$ cat src/rtl/kop_pkg.sv
`timescale 1ns / 1ps
`default_nettype none
// ----------------------------------------------------------------------------
// kop_pkg
// Shared constants, types and the CORDIC arctangent table.
// ----------------------------------------------------------------------------
package kop_pkg;

  localparam int AngW   = 38;  // Q30 angle input to the CORDIC unit
  localparam int XyW    = 42;  // CORDIC x/y datapath
  localparam int ZW     = 36;  // CORDIC angle accumulator
  localparam int Steps  = 30;
  localparam int DivNW  = 64;  // divider dividend / quotient
  localparam int DivDW  = 32;  // divider divisor

  localparam logic [32:0] TWO_PI_Q30  = 33'd6746518852;
  localparam logic [31:0] PI_Q30      = 32'd3373259426;
  localparam logic [30:0] HALF_PI_Q30 = 31'd1686629713;
  localparam logic [30:0] ONE_Q30     = 31'd1073741824;
  localparam logic [29:0] CORDIC_GAIN = 30'd652032874;
  localparam logic [25:0] PI_Q24      = 26'd52707179;

  localparam logic [23:0] ECC_RST   = 24'd2580000;
  localparam logic [31:0] SMA_RST   = 32'd532683162;
  localparam logic [31:0] KF_RST    = 32'd19590252;
  localparam logic [7:0]  TOL_RST   = 8'd1;
  localparam logic [7:0]  LIMIT_RST = 8'd100;

  // configuration register indexes
  localparam logic [2:0] REG_ECC   = 3'd0;
  localparam logic [2:0] REG_SMA   = 3'd1;
  localparam logic [2:0] REG_KF    = 3'd2;
  localparam logic [2:0] REG_TOL   = 3'd3;
  localparam logic [2:0] REG_LIMIT = 3'd4;

  typedef struct packed {
    logic start;
    logic vectoring;
  } cordic_ctl_t;

  typedef struct packed {
    logic busy;
    logic done;
  } cordic_sts_t;

  function automatic logic [29:0] atan_lut(input logic [4:0] i);
    logic [29:0] v;
    case (i)
      5'd0:  v = 30'd843314857;
      5'd1:  v = 30'd497837829;
      5'd2:  v = 30'd263043837;
      5'd3:  v = 30'd133525159;
      5'd4:  v = 30'd67021687;
      5'd5:  v = 30'd33543516;
      5'd6:  v = 30'd16775851;
      5'd7:  v = 30'd8388438;
      5'd8:  v = 30'd4194283;
      5'd9:  v = 30'd2097149;
      default: v = 30'd1 << (5'd30 - i);  // atan(2^-i) = 2^-i at this precision
    endcase
    return v;
  endfunction

endpackage
`default_nettype wire

$ cat src/rtl/kop_div.sv
`timescale 1ns / 1ps
`default_nettype none
// ----------------------------------------------------------------------------
// kop_div
// Restoring unsigned divider, one quotient bit per cycle.
// ----------------------------------------------------------------------------
module kop_div (
  input  wire                          clk,
  input  wire                          rst_n,
  input  wire                          start,
  input  wire [kop_pkg::DivNW-1:0]     dividend,
  input  wire [kop_pkg::DivDW-1:0]     divisor,
  output logic                         done,
  output logic [kop_pkg::DivNW-1:0]    quotient
);
  import kop_pkg::*;

  logic                 busy_r, busy_nxt;
  logic                 done_r, done_nxt;
  logic [6:0]           cnt_r, cnt_nxt;
  logic [DivNW-1:0]     quo_r, quo_nxt;
  logic [DivDW-1:0]     rem_r, rem_nxt;
  logic [DivDW-1:0]     den_r, den_nxt;
  logic [DivDW:0]       rem_sh;

  always_comb begin
    busy_nxt = busy_r;
    done_nxt = 1'b0;
    cnt_nxt  = cnt_r;
    quo_nxt  = quo_r;
    rem_nxt  = rem_r;
    den_nxt  = den_r;
    rem_sh   = {rem_r, quo_r[DivNW-1]};
    if (start) begin
      busy_nxt = 1'b1;
      cnt_nxt  = '0;
      quo_nxt  = dividend;
      rem_nxt  = '0;
      den_nxt  = divisor;
    end else if (busy_r) begin
      if (rem_sh >= {1'b0, den_r}) begin
        rem_nxt = DivDW'(rem_sh - {1'b0, den_r});
        quo_nxt = {quo_r[DivNW-2:0], 1'b1};
      end else begin
        rem_nxt = rem_sh[DivDW-1:0];
        quo_nxt = {quo_r[DivNW-2:0], 1'b0};
      end
      if (cnt_r == 7'(DivNW - 1)) begin
        busy_nxt = 1'b0;
        done_nxt = 1'b1;
      end else begin
        cnt_nxt = cnt_r + 7'd1;
      end
    end
  end

  always_ff @(posedge clk) begin
    if (!rst_n) begin
      busy_r <= 1'b0;
      done_r <= 1'b0;
      cnt_r  <= '0;
    end else begin
      busy_r <= busy_nxt;
      done_r <= done_nxt;
      cnt_r  <= cnt_nxt;
    end
    quo_r <= quo_nxt;
    rem_r <= rem_nxt;
    den_r <= den_nxt;
  end

  assign done     = done_r;
  assign quotient = quo_r;

endmodule
`default_nettype wire

$ cat config.mk
export PLATFORM = sky130hd
export DESIGN_NAME = kop_div
export DESIGN_NICKNAME = d
export VERILOG_FILES = /design/src/rtl/kop_pkg.sv /design/src/rtl/kop_div.sv
export SDC_FILE = /design/constraint.sdc
export NUM_CORES = 1
export LEC_CHECK = 0
export BUFFER_PORTS_ARGS = -buffer_cell sky130_fd_sc_hd__buf_2
export CAP_MARGIN = 20
export CORE_MARGIN = 2
export CORE_UTILIZATION = 55
export CTS_BUF_LIST = sky130_fd_sc_hd__clkbuf_4 sky130_fd_sc_hd__clkbuf_8 sky130_fd_sc_hd__clkbuf_16
export DETAILED_ROUTE_END_ITERATION = 8
export PLACE_DENSITY_LB_ADDON = 0.1
export SYNTH_ARGS = -nofsm -noshare
export SYNTH_HDL_FRONTEND = slang
export SYNTH_SLANG_ARGS = --single-unit
$ cat constraint.sdc
create_clock -name clk -period 3.5 [get_ports clk]
set_clock_uncertainty 0.15 [all_clocks]
set_input_delay 0.35 -clock clk [delete_from_list [all_inputs] [get_ports clk]]
set_output_delay 0.35 -clock clk [all_outputs]
set_load 0.005 [all_outputs]
==> impl_metrics.ini <==
[status]
run_status = completed

[logic_synthesis]
synth_xor_area_share_pct = 4.24
yosysSeqAreaShare_pct = 51.2
synth.most_common_cell = edfxtp_1
synth-edff-count = 96
ys.flop_type = edfxtp_1
netlist.top_cell.by_area = edfxtp_1
synth_top_area_share_pct = 39.9
synth.area.top_cells = edfxtp_1 (40%), dfxtp_1 (11%), mux2_2 (10%)
yosysWarningCount = 0
synth_common_cells = edfxtp_1 (96), mux2_2 (64), nor2_1 (55)
netlist_area_um2 = 7230
synth.mux.area_fraction_pct = 11.2
synth_top_family_by_area = compound AO/OA/AOI/OAI gates
synth_cells = 649
ys_async_sr_fraction_pct = 0
yosys_register_bits = 137
synthDistinctLibCells = 57
yosys.area_share.simple_pct = 9.69
synth.net_count = 782
synth_compound_gate_area_share_pct = 13.6
avgSynthCellArea_um2 = 11.1
synthAdderAreaFrac_pct = 5.99

[global_route]
first_global_vias = 5588
antenna_found_initial = 1
grt_usage_pct = 24.0
grt_start_max_net_pins = 111
grt_pass1_wl_um = 26900
grt-ovfl-total = 0

[power]
leakagePower_nw = 3.83
ir_drop_mv = 0.361
pwr_density_cell_nw_per_um2 = 527

[clock_tree]
cts_resized = 0
cts_tree = done
post_cts_buffers = 0
h-tree-depth = 4
cts_buffers = 17
cts.sinks = 137
clock_path_buffers = 2
hold_buffers = 33
insertion_delay_ns = 0.42
clk_pin_slew_ns = 0.06
cts_root_buf = clkbuf_16

[floorplan]
start_util_pct = 56.9
io_pins = 164
core_area_um2 = 12700
die_y_um = 119
die_w_um = 119
rows = 41
dieArea_um2 = 14100

[worst_setup_path]
crit_end = rem_r[19]
setup.worst_path.end_class = flop
worst-r2r-cell-count = 11
criticalPathCategory = reg2reg
cp_max_fo = 3
cp-start-kind = flop
reg2reg_from = den_r[1]
cp-startpoint = den_r[1]
r2r_setup_slack_ns = 0.37
critPathRequiredTime_ns = 3.67
critPathArrivalTime_ns = 3.31
regToRegEndpoint = rem_r[19]

[run]
cap_violations = 0

[timing]
tightest_slew_ns = 0.636
min_period_ns = 3.13
setup_violations = 0
worst_slack_ns = 0.368
fin_setup_tns_ns = 0
rsz0062_at_grt = false
relSlewSlack_pct = 57.6
fmax_mhz = 319
hold_viol_final = 0
slew_violations = 0
period_share_pct = 89.5

[cells_and_area]
num_antenna_cells = 0
final_core_util_pct = 71.7
num-nets-final = 970
multi_input_area_um2 = 3240
finalInstanceArea_um2 = 9120
seq_area_um2 = 3700
fill_cells = 958
synthToLayoutAreaGrowth_pct = 26.1
drive_above_1_share_pct = 32.1

[placement]
gp_congestion = 0.849
portBuffers = 163
pre_cts_ws_ns = 0.407
dp_hpwl_um = 11300
placed_cell_area_um2 = 8190

[detailed_routing]
vias = 5606
firstDrtPassIters = 5
drtAntennaViolNets = 0
drt_wl_total_um = 16400
drtIter0Drc = 311
via_per_inst = 5.49
drc = 0
wl_per_cell_um = 16.0

[hold_path]
hold_class = in2reg
min-delay-start = dividend[31]
-- where the power goes --
part           switching (mW)  internal, mW  leakage (nW)
clock network           0.680          1.16         0.299
registers              0.0829          1.91          1.29
logic                   0.519         0.457          2.23
total                    1.28          3.53          3.83
-- worst max-delay path, cell delays in order, from the launching register on --
cell,delay [ns]
edfxtp_1,0.42
inv_1,0.08
ha_1,0.24
nor2b_1,0.15
o2111a_1,0.26
o31ai_1,0.24
a21oi_1,0.15
a311o_1,0.45
a221oi_1,0.36
xnor2_1,0.18
mux2i_1,0.10
a211oi_1,0.24
-- state kept, by name, indices dropped and copies added, names as in the netlist --
signal    count
cnt_r         7
done          1
busy_r        1
quotient     64
rem_r        32
den_r        32
-- cell usage in the layout (no fill, tap or decap), types with 3 or more instances in the layout --
cell / instances
a211o_1: 3
buf_4: 7
a211oi_1: 25
xor2_1: 17
nand2_1: 40
edfxtp_1: 96
clkinv_4: 3
o21a_1: 6
dfxtp_1: 40
clkbuf_4: 3
ha_1: 33
mux2_2: 64
a21o_1: 11
dlygate4sd3_1: 33
o21bai_1: 3
a21oi_1: 36
and2_1: 4
nand3_1: 4
o21ai_0: 33
nor3b_1: 3
nand2b_1: 6
o211ai_1: 4
clkbuf_16: 17
a31oi_1: 4
bufinv_16: 3
nand4_1: 11
xnor2_1: 18
nor2_1: 55
inv_1: 38
nor3_1: 14
mux2i_1: 9
nor2b_1: 4
and3_1: 3
buf_2: 162
-- how the worst min path moves through the flow --
stage,to,cells after the start
2_1_floorplan,done,1
3_3_place_gp,done,1
3_5_place_dp,done,1
4_1_cts,quotient[31],2
5_1_grt,quotient[24],2
6_report,quotient[31],2
-- through the flow --
step | hold slack (ns) | cells | total power [mW]
2_1_floorplan | 0.266 | 649 | 2.67
3_3_place_gp | 0.286 | 957 | 2.94
3_5_place_dp | 0.308 | 957 | 2.96
4_1_cts | 0.0565 | 1022 | 4.83
5_1_grt | 0.0586 | 1022 | 5.04
6_report | 0.0757 | 1022 | 4.81
-- per-layer routing --
metal,global-route usage (%),routed length [µm],vias to the layer above
met1,28.1,6790,2646
met2,40.7,8100,177
met4,7.29,206,2
met3,9.27,1250,21
li1,-,-,2760
met5,0,13,-
-- kinds of logic after synthesis --
kind of cell / count (synthesis)
adder cells (fa/ha/maj): 34
multiplexers: 73
AND/OR/NAND/NOR: 151
flip-flops: 137
XOR/XNOR: 35
AO/OA/AOI/OAI: 146
buffers and inverters: 73
-- area by class of cell --
class	instances	area share, %
clock buffer	21	5.06
tap	172	2.36
multi-input combinational	439	35.5
sequential	137	40.6
timing repair buffer	203	13.3
clock inverter	11	1.60
inverter	39	1.60
No activity file was read; power rests on OpenSTA's default activity.
